**src/sv/lsm_pkg.sv**
```systemverilog
// lsm_pkg: types, codes and helpers shared by the latency statistics monitor
// no dependencies; imported by lsm_ctrl, lsm_dp and the top level
`timescale 1ns / 1ps
package lsm_pkg;

   localparam int DEF_PATH_COUNT   = 16;
   localparam int DEF_SAMPLE_DEPTH = 64;

   localparam int PADDR_W   = 4;
   localparam int RANK_N_W  = 11;
   localparam int DIV_STEPS = 48;

   localparam logic        RESET_SAMPLING = 1'b1;
   localparam logic [6:0]  RESET_LIMIT    = 7'd64;
   localparam logic [31:0] RESET_SLOW     = 32'd100000;
   localparam logic [31:0] RESET_HOT      = 32'd100000;

   // percentile points, in order median, p95, p99
   localparam logic [6:0] PCT_POINT [3] = '{7'd50, 7'd95, 7'd99};

   typedef enum logic [1:0] {
      OP_RECORD = 2'd0,
      OP_QUERY  = 2'd1,
      OP_CLEAR  = 2'd2
   } lsm_op_type;

   typedef enum logic [1:0] {
      REG_SAMPLING = 2'd0,
      REG_LIMIT    = 2'd1,
      REG_SLOW     = 2'd2,
      REG_HOT      = 2'd3
   } lsm_reg_type;

   typedef enum logic [3:0] {
      ST_IDLE,
      ST_DECODE,
      ST_READ,
      ST_UPDATE,
      ST_QSTART,
      ST_DIV,
      ST_FLAGS,
      ST_RANK,
      ST_CAND_RD,
      ST_CAND_LATCH,
      ST_SCAN,
      ST_EVAL,
      ST_RESP
   } lsm_state_type;

   typedef struct packed {
      logic [1:0]  opcode;
      logic [3:0]  path_index;
      logic [31:0] elapsed_ns;
   } lsm_req_type;

   typedef struct packed {
      logic        path_seen;
      logic [31:0] calls;
      logic [47:0] total_ns;
      logic [31:0] shortest_ns;
      logic [31:0] longest_ns;
      logic [31:0] mean_ns;
      logic [31:0] median_ns;
      logic [31:0] p95_ns;
      logic [31:0] p99_ns;
      logic [6:0]  samples_held;
      logic [2:0]  insight_flags;
   } lsm_rsp_type;

   typedef struct packed {
      logic        sampling_enable;
      logic [6:0]  sample_limit;
      logic [31:0] slow_average_ns;
      logic [31:0] hot_call_count;
   } lsm_cfg_type;

   typedef struct packed {
      logic [31:0] calls;
      logic [47:0] total;
      logic [31:0] shortest;
      logic [31:0] longest;
   } lsm_entry_type;

   typedef struct packed {
      logic take_item;
      logic stats_rd;
      logic latch_entry;
      logic do_update;
      logic clear_all;
      logic div_start;
      logic div_step;
      logic flags_calc;
      logic rank_calc;
      logic cand_rd;
      logic cand_latch;
      logic scan_rd;
      logic eval;
      logic load_result;
   } lsm_cmd_type;

   typedef struct packed {
      lsm_op_type op;
      logic       op_valid;
      logic       path_ok;
      logic       div_done;
      logic       rank_last;
      logic       fill_zero;
      logic       scan_done;
      logic       cand_last;
   } lsm_status_type;

   // rank = ceil(pct*n/100) - 1 for n >= 1; divide by 100 via reciprocal 2^26
   function automatic logic [RANK_N_W-1:0] rank_of(input logic [6:0] pct,
                                                    input logic [RANK_N_W-1:0] n);
      logic [17:0] x;
      logic [45:0] prod;
      logic [RANK_N_W-1:0] q;
      x    = 18'(pct) * 18'(n) + 18'd99;
      prod = 46'(x) * 46'd671089;
      q    = prod[26 +: RANK_N_W];
      return (n == '0) ? '0 : q - RANK_N_W'(1);
   endfunction

endpackage

```
**src/sv/lsm_ctrl.sv**
```systemverilog
// lsm_ctrl: sequencer for record, query and clear items
// depends on lsm_pkg; drives lsm_dp through lsm_cmd_type
`timescale 1ns / 1ps
module lsm_ctrl import lsm_pkg::*; (
   input  logic           clock,
   input  logic           reset,
   input  logic           req_valid,
   output logic           req_ready,
   output logic           rsp_valid,
   input  logic           rsp_ready,
   input  lsm_status_type status,
   output lsm_cmd_type    cmd
);
   lsm_state_type state_ff, state_in;
   logic          rsp_valid_ff, rsp_valid_in;
   logic          out_free;

   assign out_free = !rsp_valid_ff || rsp_ready;

   always_ff @(posedge clock) begin
      if (reset) begin
         state_ff     <= ST_IDLE;
         rsp_valid_ff <= 1'b0;
      end else begin
         state_ff     <= state_in;
         rsp_valid_ff <= rsp_valid_in;
      end
   end

   always_comb begin
      state_in     = state_ff;
      cmd          = '0;
      rsp_valid_in = rsp_valid_ff && !rsp_ready;
      case (state_ff)
         ST_IDLE: begin
            if (req_valid) begin
               cmd.take_item = 1'b1;
               state_in      = ST_DECODE;
            end
         end
         ST_DECODE: begin
            if (status.op_valid && status.op == OP_CLEAR) begin
               cmd.clear_all = 1'b1;
               state_in      = ST_RESP;
            end else if (status.op_valid && status.path_ok) begin
               cmd.stats_rd = 1'b1;
               state_in     = ST_READ;
            end else begin
               state_in = ST_RESP;
            end
         end
         ST_READ: begin
            cmd.latch_entry = 1'b1;
            state_in = (status.op == OP_RECORD) ? ST_UPDATE : ST_QSTART;
         end
         ST_UPDATE: begin
            cmd.do_update = 1'b1;
            state_in      = ST_RESP;
         end
         ST_QSTART: begin
            cmd.div_start = 1'b1;
            state_in      = ST_DIV;
         end
         ST_DIV: begin
            if (status.div_done) begin
               state_in = ST_FLAGS;
            end else begin
               cmd.div_step = 1'b1;
            end
         end
         ST_FLAGS: begin
            cmd.flags_calc = 1'b1;
            state_in       = ST_RANK;
         end
         ST_RANK: begin
            cmd.rank_calc = 1'b1;
            if (status.rank_last) begin
               state_in = status.fill_zero ? ST_RESP : ST_CAND_RD;
            end
         end
         ST_CAND_RD: begin
            cmd.cand_rd = 1'b1;
            state_in    = ST_CAND_LATCH;
         end
         ST_CAND_LATCH: begin
            cmd.cand_latch = 1'b1;
            state_in       = ST_SCAN;
         end
         ST_SCAN: begin
            if (status.scan_done) begin
               state_in = ST_EVAL;
            end else begin
               cmd.scan_rd = 1'b1;
            end
         end
         ST_EVAL: begin
            cmd.eval = 1'b1;
            state_in = status.cand_last ? ST_RESP : ST_CAND_RD;
         end
         ST_RESP: begin
            if (out_free) begin
               cmd.load_result = 1'b1;
               rsp_valid_in    = 1'b1;
               state_in        = ST_IDLE;
            end
         end
         default: begin
            state_in = ST_IDLE;
         end
      endcase
   end

   assign req_ready = (state_ff == ST_IDLE);
   assign rsp_valid = rsp_valid_ff;

   a_load_free: assert property (@(posedge clock) disable iff (reset)
      cmd.load_result |-> out_free)
      else $error("result loaded over an untaken result");
   a_take_decode: assert property (@(posedge clock) disable iff (reset)
      cmd.take_item |=> state_ff == ST_DECODE)
      else $error("accepted item not decoded");
   a_rsp_from_resp: assert property (@(posedge clock) disable iff (reset)
      $rose(rsp_valid_ff) |-> $past(state_ff == ST_RESP))
      else $error("result raised outside response state");
endmodule

```
**config.mk**
```make
export PLATFORM = sky130hd
export DESIGN_NAME = lsm_ctrl
export DESIGN_NICKNAME = d
export VERILOG_FILES = /design/src/sv/lsm_pkg.sv /design/src/sv/lsm_ctrl.sv
export SDC_FILE = /design/constraint.sdc
export NUM_CORES = 1
export LEC_CHECK = 0
export BUFFER_PORTS_ARGS = -buffer_cell sky130_fd_sc_hd__buf_2
export CORE_AREA = 2 2 39 41
export CTS_BUF_LIST = sky130_fd_sc_hd__clkbuf_2
export DETAILED_ROUTE_END_ITERATION = 8
export DIE_AREA = 0 0 41 43
export GPL_TIMING_DRIVEN = 1
export PLACE_DENSITY_LB_ADDON = 0.2
export SYNTH_ARGS = -nofsm -noshare
export SYNTH_HDL_FRONTEND = slang
export SYNTH_SLANG_ARGS = --single-unit
```
**constraint.sdc**
```tcl
create_clock -name clock -period 2.09 [get_ports clock]
set_clock_uncertainty 0.2 [all_clocks]
set_input_delay 0.209 -clock clock [delete_from_list [all_inputs] [get_ports clock]]
set_output_delay 0.209 -clock clock [all_outputs]
set_load 0.02 [all_outputs]
```
# Yosys cells after proc, flatten, opt, wreduce, memory -nomap -nowiden
# Cells that the tools add are included.
[op_classes] n_eq_ne=18 muxes=34 reduce_logical=9
[ops] cell="$pmux 4 s13" count=1
[ops] cell="$mux 4" count=7
[ops] cell="$mux 1" count=23
[ops] cell="$eq 4x4->1 const B" count=5
[ops] cell="$eq 4x3->1 const B" count=4
[ops] cell="$ne 2x2->1 const B" count=5
[ops] cell="$mux 3" count=3
[ops] cell="$eq 4x2->1 const B" count=2
[ops] cell="$reduce_and 5->1" count=1
[ops] cell="$eq 4x1->1 const B" count=1
[ops] cell="$logic_not 4->1" count=1
[ops] cell="$logic_and 1x1->1" count=3
[ops] cell="$eq 2x2->1 const B" count=1
[ops] cell="$logic_not 1->1" count=2
[ops] cell="$logic_not 2->1" count=1
[ops] cell="$logic_or 1x1->1" count=1
[totals] reg_bits=5 inputBits=13 out_inout_bits=16 word_cells=63

# Longest topological paths before layout
# Gate-level depths: netlist (run 1).
[logic_depth] word_depth=4 ltp_mapped=5 ltp_nobuf=4

# Worst setup path before layout (run 1)
# Ideal clock, no wire load.
[synth_timing] path_type="reg-to-output" start="reg state_ff[2]" end="out cmd[13] (netlist bit)" arrival_ps=1559 required_time_ps=1681 path_slack_ps=122 path_stages_with_launch=5 n_path_buf=1 cell_sequence="dfxtp_1 buf_4 or2_1 nor3_1 and2_1"
[synth_rtl] item="start, declared" line="lsm_ctrl.sv:14" text="lsm_state_type state_ff, state_in;"
[synth_rtl] item="start signal, assigned" line="lsm_ctrl.sv:25" text="state_ff <= state_in;"
[synth_rtl] item="end, declared" line="lsm_ctrl.sv:12" text="output lsm_cmd_type cmd"

==> metrics, run 1 <==
CP Launch Type register; CTS tree built; clk root buf clkbuf_2; die area 0.00176 mm²; Final #Nets 112; MaxCap Viol Count 0; fin cells 114; # diodes 0; FF-to-FF path depth 4; CP endpoint kind output pin; outcome finished, final reports clean; Worst-path clk slew 0.06 ns; total CTS buffers 3; area grow syn2layout 31.8%; Die Width 41 µm; TNS Setup 0 ns; Post-Syn Area 504 µm²; initial antenna violation count 0; Critical path origin state_ff[3]; layout cells sized above 1 39.8%; Max Root-Sink Buffers 2; Worst R2R Setup Slack 0.24 ns; Syn Nets 82; vias in the first global route 529; DR vias 589; dpl cells 110; Leak 0.319 nW; Setup Crit Path Kind reg2out; total global routing overflow 0; CP required 1.68 ns; mean area per synthesized cell 7.31 µm²; FP Rows 14; pre-CTS setup slack 0.250 ns; CP Capture Point cmd[2]; Avg WL per Cell 11.6 µm; DRT Pass-1 Iters 4; core outline area 0.00138 mm²; DRT iter0 DRCs 8; CP arrival 1.49 ns; Gate Count Post-Synth 69; crit path max fanout 11; H-tree Lvls 1; PD cells 1210 mW/mm²; first-pass GRT wire length 2070 µm; Tmin final 1.90 ns; placement-stage cell area 643 µm²; peak supply drop 0.597 mV; Netlist cell types 35; fin worst setup slack 0.188 ns; DP Wirelength 1030 µm; clk sinks 5; Final Hold Vio Count 0; # fillers 141; pin count of the biggest net entering global routing 17; port bufs 28; relative max-transition margin 70.2%; initial core utilization 36.4%; DRC Markers 0; die height 43 µm; Via-to-Cell Ratio 5.17; final instance area 664 µm²; Skew-Pair Late Insertion Delay 0.22 ns; count of final setup violators 0; Synth Warn # 0; routability cong. 0.809; #FFs+latches synth 5; r2r startpoint state_ff[1]; Hold Path Class in2reg; gr usage total 16.8%; drt total wl 1330 µm; max-slew violation count 0; # IOs 29; unrepaired setup endpoints after global routing false; achievable frequency 0.526 GHz; register area share after synthesis 19.9%; Worst Tran Pin Value 0.447 ns; Final period util 91.0%; antenna-violating nets left 0; end of the worst register-to-register path state_ff[2]
power breakdown:
part	leakage, nW	internal [mW]	switching [mW]
sequential	0.0412	0.130	0.100
clock	0.0166	0.0507	0.0406
combinational	0.262	0.214	0.269
kinds of logic after synthesis:
logic type / count (synthesis) / synth area share (%)
AND/OR/NAND/NOR: 39 / 45.2
flip-flops: 5 / 19.9
AO/OA/AOI/OAI: 14 / 21.6
multiplexers: 2 / 3.97
buffers and inverters: 9 / 9.43
repair_timing:
action                                  in CTS  in global routing
hold buffers                                 0                  0
hold endpoints to repair                     0                  0
resized for setup                            0                  1
endpoints found under the setup margin       0                  1
setup buffers                                0                  0
critical path, stage by stage, from the launching register on:
cell and delay, ns:
dfxtp_1 0.50, or2b_1 0.31, nor3_1 0.24, buf_2 0.23
synth_stat cells:
| master | count | area, µm² |
|---|---|---|
| a31oi_1 | 2 | 12.5 |
| nor2b_1 | 1 | 6.26 |
| dfxtp_1 | 5 | 100 |
| o32a_2 | 1 | 11.3 |
| buf_2 | 2 | 10.0 |
| nand2b_4 | 1 | 13.8 |
| a2111o_1 | 1 | 11.3 |
| or2_1 | 1 | 6.26 |
| o31ai_1 | 1 | 7.51 |
| a221oi_1 | 1 | 8.76 |
| nor4_1 | 1 | 6.26 |
| o211ai_1 | 1 | 7.51 |
| or3b_2 | 1 | 8.76 |
| nor3_1 | 7 | 35.0 |
| o32ai_1 | 1 | 8.76 |
| a311o_1 | 1 | 10.0 |
| mux2i_1 | 2 | 20.0 |
| a21o_1 | 1 | 7.51 |
| a21oi_1 | 3 | 15.0 |
| nand4b_1 | 1 | 8.76 |
| nand2_1 | 6 | 22.5 |
| or2b_1 | 1 | 7.51 |
| or2_2 | 1 | 6.26 |
| inv_1 | 5 | 18.8 |
| nor2_1 | 7 | 26.3 |
| buf_6 | 1 | 11.3 |
| nand2b_1 | 4 | 25.0 |
| and2_1 | 2 | 12.5 |
| a2111oi_0 | 1 | 8.76 |
| nand3_1 | 1 | 5.00 |
| or3b_4 | 1 | 11.3 |
| or4_1 | 1 | 7.51 |
| nand4bb_1 | 1 | 11.3 |
| nor3b_1 | 1 | 7.51 |
| buf_4 | 1 | 7.51 |
sequential cells by signal, summed over array words and instances, names as in the netlist:
signal	count
rsp_valid	1
state_ff	4
cell usage in the layout (no fill, tap or decap), types with 2 or more instances in the layout:
cell	n
nand2_1	6
buf_2	28
a21oi_1	3
nand2b_1	4
clkbuf_2	4
a31oi_1	2
inv_1	5
and2_1	2
dfxtp_1	4
nor2_1	7
nor3_1	7
mux2i_1	2
worst min path at each step:
stage / start / to / slack (ns) / cells past startpoint
after floorplan: reset / rsp_valid / 0.08 / 1
after global placement: reset / rsp_valid / 0.26 / 2
after detailed placement: reset / rsp_valid / 0.26 / 2
after CTS: reset / rsp_valid / 0.02 / 2
after global routing: reset / rsp_valid / 0.03 / 2
final: reset / rsp_valid / 0.03 / 2
routing by layer:
metal	track usage, %	up-vias	wire length [µm]
li1	-	309	-
met1	20.9	265	598
met2	25.9	15	657
met3	6.81	0	71
met4	4.00	0	0
met5	0	-	0
through the flow:
stage               hold WS [ns]  power (mW)  utilization (%)
floorplan                 0.0781       0.597                -
global placement           0.260       0.710             46.5
detailed placement         0.261       0.709             46.5
CTS                       0.0189       0.802             47.9
global route              0.0260       0.875             48.0
finish                    0.0320       0.805             48.0
final cells by class:
class / count / area, µm² / area share, %
Multi-Input combinational cell: 55 / 357 / 53.7
Timing Repair Buffer: 29 / 148 / 22.2
Sequential cell: 5 / 101 / 15.3
Clock buffer: 4 / 20.0 / 3.01
Tap cell: 16 / 20.0 / 3.01
Inverter: 5 / 18.8 / 2.82
(Power assumes the default switching activity.)
==> run 2, diff against run 1 <==
Settings changed: ABC_AREA set to 1, GPL_TIMING_DRIVEN 1 to 0.
==> metrics, run 2 <==
layout cells sized above 1 32.1%; area grow syn2layout 34.4%; most frequent cells in the layout buf_2, nand2_1, nor2_1; H-tree Lvls 1; Die Width 41 µm; CP required 1.68 ns; # IOs 29; PostCTS Resize Cnt 0; Final period util 82.3%; Gate Count Post-Synth 105; hold_buf cts 0; CP max-delay cell dfxtp_1; drt total wl 1260 µm; CP max stage delay 0.38 ns; Worst R2R Setup Slack 0.58 ns; total global routing overflow 0; Post-Syn Area 523 µm²; DP Wirelength 1090 µm; routability cong. 0.845; initial core utilization 37.8%; die area 0.00176 mm²; most common cell after layout, fill and taps aside buf_2; Synth Warn # 0; pin count of the biggest net entering global routing 8; Critical path origin state_ff[2]; Via-to-Cell Ratio 4.44; Skew-Pair Late Insertion Delay 0.21 ns; FF-to-FF path depth 8; Max Root-Sink Buffers 2; TNS Setup 0 ns; peak supply drop 0.449 mV; Leak 0.471 nW; Synth top area share 19.4%; CP Capture Point cmd[12]; number of synthesized flops with an enable pin 0; Tmin final 1.72 ns; achievable frequency 0.581 GHz; clk sinks 5; Avg WL per Cell 8.24 µm; register area 100 µm²; # diodes 0; DRT Pass-1 Iters 4; PD cells 1120 mW/mm²; register area share after synthesis 19.1%; #FFs+latches synth 5; vias in the first global route 509; worst-path cell chain nor2_2 -> nand2_1 -> inv_1 -> nand2_1 -> inv_1 -> buf_2; DRT iter0 DRCs 3; Total Power 0.787 mW; r2r startpoint state_ff[2]; outcome finished, final reports clean; count of final setup violators 0; Largest Register state_ff; gr usage total 16.4%; Syn Nets 118; Netlist cell types 12; end of the worst register-to-register path state_ff[2]; DRC Markers 0; hold path depth 2; CTS tree built; CP Launch Type register; count leader, synth nand2_1; Worst Tran Pin Value 0.304 ns; synth top area cells nand2_1, dfxtp_1, nor2_1; Post-synth ARST share 0%; Post-synth top flop dfxtp_1; Largest register FFs 4; total CTS buffers 3; clk root buf clkbuf_2; MaxCap Viol Count 0; antenna-violating nets left 0; mean area per synthesized cell 4.98 µm²; Commonest cells post-synth nand2_1, nor2_1, inv_1; DR vias 680; CP endpoint kind output pin; max-slew violation count 0; crit path max fanout 7; port bufs 28; Setup Crit Path Kind reg2out; Hold Path Class in2reg; CP arrival 1.31 ns; # fillers 154; Setup Buffers After CTS 0; relative max-transition margin 79.6%; core outline area 0.00138 mm²; initial antenna violation count 0; unrepaired setup endpoints after global routing false; Synth area leader nand2_1; Worst-path clk slew 0.05 ns; Multi-input gate area 340 µm²; Final Hold Vio Count 0; first-pass GRT wire length 1950 µm; die height 43 µm; FP Rows 14; Final #Nets 151
[run 2: changes by cell type after synthesis, sizes merged, moves of 3 or more]
cell	before	now
nand3	1	10
inv	5	22
nor3	7	0
buf	4	0
nand2b	5	0
nor2	7	28
o21ai	0	3
nand2	6	31
[run 2: metal layers]
layer,wire length (µm),GRT usage [%],vias up
met2,622,23.1,12
met5,0,0,-
li1,-,-,381
met4,8,12.0,0
met1,583,21.0,285
met3,47,3.14,2
[run 2: power breakdown]
part | total (mW) | internal, mW | switching, mW
clock network | 0.0862 | 0.0506 | 0.0356
logic | 0.524 | 0.175 | 0.349
registers | 0.177 | 0.125 | 0.0517
total | 0.787 | 0.350 | 0.436
[run 2: worst min path at each step]
| stage | from | end | slack (ns) |
|---|---|---|---|
| floorplan | reset | rsp_valid | 0.08 |
| global placement | reset | state_ff[1] | 0.24 |
| detailed placement | reset | state_ff[2] | 0.24 |
| CTS | reset | state_ff[2] | 0.002 |
| global route | reset | state_ff[0] | 0.003 |
| finish | reset | state_ff[2] | 0.01 |
[run 2: layout make-up]
class,count,share of cell area (%)
Timing Repair Buffer,28,19.9
Multi-Input combinational cell,78,48.4
Tap cell,16,2.85
Sequential cell,5,14.2
Inverter,22,11.7
Clock buffer,4,2.85
[run 2: worst max-delay path: cells and delay by family (launching register included)]
kind | cells | cell delay (ns)
buffers and inverters | 3 | 0.27
AND/OR/NAND/NOR | 3 | 0.45
flip-flops | 1 | 0.38
[run 2: metrics by stage]
stage / area [µm²] / cells / hold WS, ns / utilization (%) / setup WS (ns)
after floorplan: 523 / 105 / 0.0781 / - / 0.585
after CTS: 703 / 153 / 0.00179 / 50.8 / 0.349
after global placement: 683 / 149 / 0.238 / 49.4 / 0.580
after detailed placement: 683 / 149 / 0.242 / 49.4 / 0.598
after global routing: 703 / 153 / 0.00301 / 50.8 / 0.202
final: 703 / 153 / 0.0141 / 50.8 / 0.370
[run 2: cells by family (layout without fill, tap and decap cells)]
| logic type | Yosys count | in the layout | share of synthesized area (%) |
|---|---|---|---|
| buffers and inverters | 22 | 54 | 15.8 |
| AOI/OAI and AO/OA | 8 | 8 | 7.65 |
| DFF | 5 | 5 | 19.1 |
| and+or+nand+nor | 70 | 70 | 57.4 |
==> run 3, diff against run 2 <==
Settings changed: ABC_AREA 1 to 0.
Clock period 2.09 ns to 1.5 ns, I/O delays scaled along.
==> metrics, run 3 (synthesis results as in run 1) <==
outcome finished with violations; failing checks negative setup slack; routability cong. 0.856; relative max-transition margin 75.0%; Total Power 1.78 mW; busiest grt layer met2; crit path max fanout 6; Via-to-Cell Ratio 5.38; total global routing overflow 0; CP required 1.39 ns; total CTS buffers 3; worst-path cell chain buf_6 -> buf_4 -> nand4b_1 -> a21oi_4 -> or3b_4 -> mux2i_2; Worst Tran Pin Value 0.366 ns; core outline area 0.00138 mm²; most frequent cells in the layout buf_2, buf_6, buf_4; DRC Markers 0; DRT iter0 DRCs 12; fin worst setup slack -0.246 ns; MaxCap Viol Count 0; Final Hold Vio Count 0; gr usage total 21.2%; CP arrival 1.64 ns; Worst-path clk slew 0.06 ns; Largest register FFs 4; CP Launch Type register; die area 0.00176 mm²; area grow syn2layout 96.8%; Max Root-Sink Buffers 2; # IOs 29; max-slew violation count 0; CP endpoint kind register; DP Wirelength 1130 µm; initial core utilization 36.4%; CP max stage delay 0.42 ns; Leak 0.423 nW; Largest Register state_ff; Tmin final 1.75 ns; Die Width 41 µm; first-pass GRT wire length 2500 µm; dpl cells 113; pin count of the biggest net entering global routing 11; CTS tree built; # diodes 0; final core utilization 71.7%; FF-to-FF path depth 6; Hold Path Class in2reg; final instance area 992 µm²; count of final setup violators 18; PD cells 1790 mW/mm²; Setup Crit Path Kind reg2reg; GRT met1 Usage 26.0%; initial antenna violation count 0; unrepaired setup endpoints after global routing true; met2 GRT Util 34.1%; achievable frequency 0.573 GHz; port bufs 28; antenna-violating nets left 0; Avg WL per Cell 13.4 µm; vias in the first global route 584; Final #Nets 123; layout cells sized above 1 65.1%; drt total wl 1680 µm; peak supply drop 0.870 mV; TNS Setup -2.31 ns; most common cell after layout, fill and taps aside buf_2; Final period util 116%; H-tree Lvls 1; die height 43 µm; placement-stage cell area 714 µm²; clk sinks 5; Skew-Pair Late Insertion Delay 0.23 ns; CP max-delay cell or3b_4; fin cells 125; hold path depth 3; met3 Usage GRT 7.85%; clk root buf clkbuf_2; DRT Pass-1 Iters 4; FP Rows 14; DR vias 673
-- run 3: worst paths after layout --
kind | start | endpoint | slack (ns)
setup / recovery | state_ff[2] | state_ff[2] | -0.25
hold / removal | rsp_ready | rsp_valid | 0.07
setup reg to reg | state_ff[2] | state_ff[2] | -0.25
hold reg to reg | rsp_valid | rsp_valid | 0.36
-- run 3: through the flow --
step	hold slack [ns]	setup WS [ns]
after global placement	0.189	-0.259
after floorplan	0.0191	-0.0927
final	0.0736	-0.246
after CTS	0.0515	-0.234
after detailed placement	0.201	-0.280
after global routing	0.0893	-0.287
-- run 3: where the power goes --
part | switching, mW | internal, mW
Sequential | 0.0684 | 0.195
Combinational | 0.694 | 0.693
Clock | 0.0571 | 0.0706
Total | 0.819 | 0.958
-- run 3: layer usage --
| layer | vias up | wire [µm] | part of all wire (%) |
|---|---|---|---|
| met2 | 15 | 913 | 54 |
| li1 | 336 | - | - |
| met5 | - | 0 | 0 |
| met3 | 0 | 74 | 4.4 |
| met1 | 322 | 689 | 41 |
| met4 | 0 | 0 | 0 |
-- run 3: cell type report --
cell class,count,area (µm²)
Multi-Input combinational cell,55,505
Fill cell,101,392
Timing Repair Buffer,36,269
Sequential cell,5,110
Buffer,4,48.8
Clock buffer,4,20.0
Tap cell,16,20.0
Inverter,5,18.8
-- run 3: what timing repair did --
action / 4_1_cts / 5_1_grt
hold endpoints to repair: 2 / 0
endpoints found under the setup margin: 18 / 18
pin swaps: 5 / 4
hold buffers: 1 / 0
buffers inserted: 7 / 0
gates resized for setup: 37 / 18
-- run 3: critical path: cells and delay by family, from the launching register on --
| kind | cells | cell delay (ns) |
|---|---|---|
| flops | 1 | 0.33 |
| simple gates | 2 | 0.55 |
| compound gates | 1 | 0.07 |
| mux | 1 | 0.17 |
| buf+inv | 2 | 0.28 |
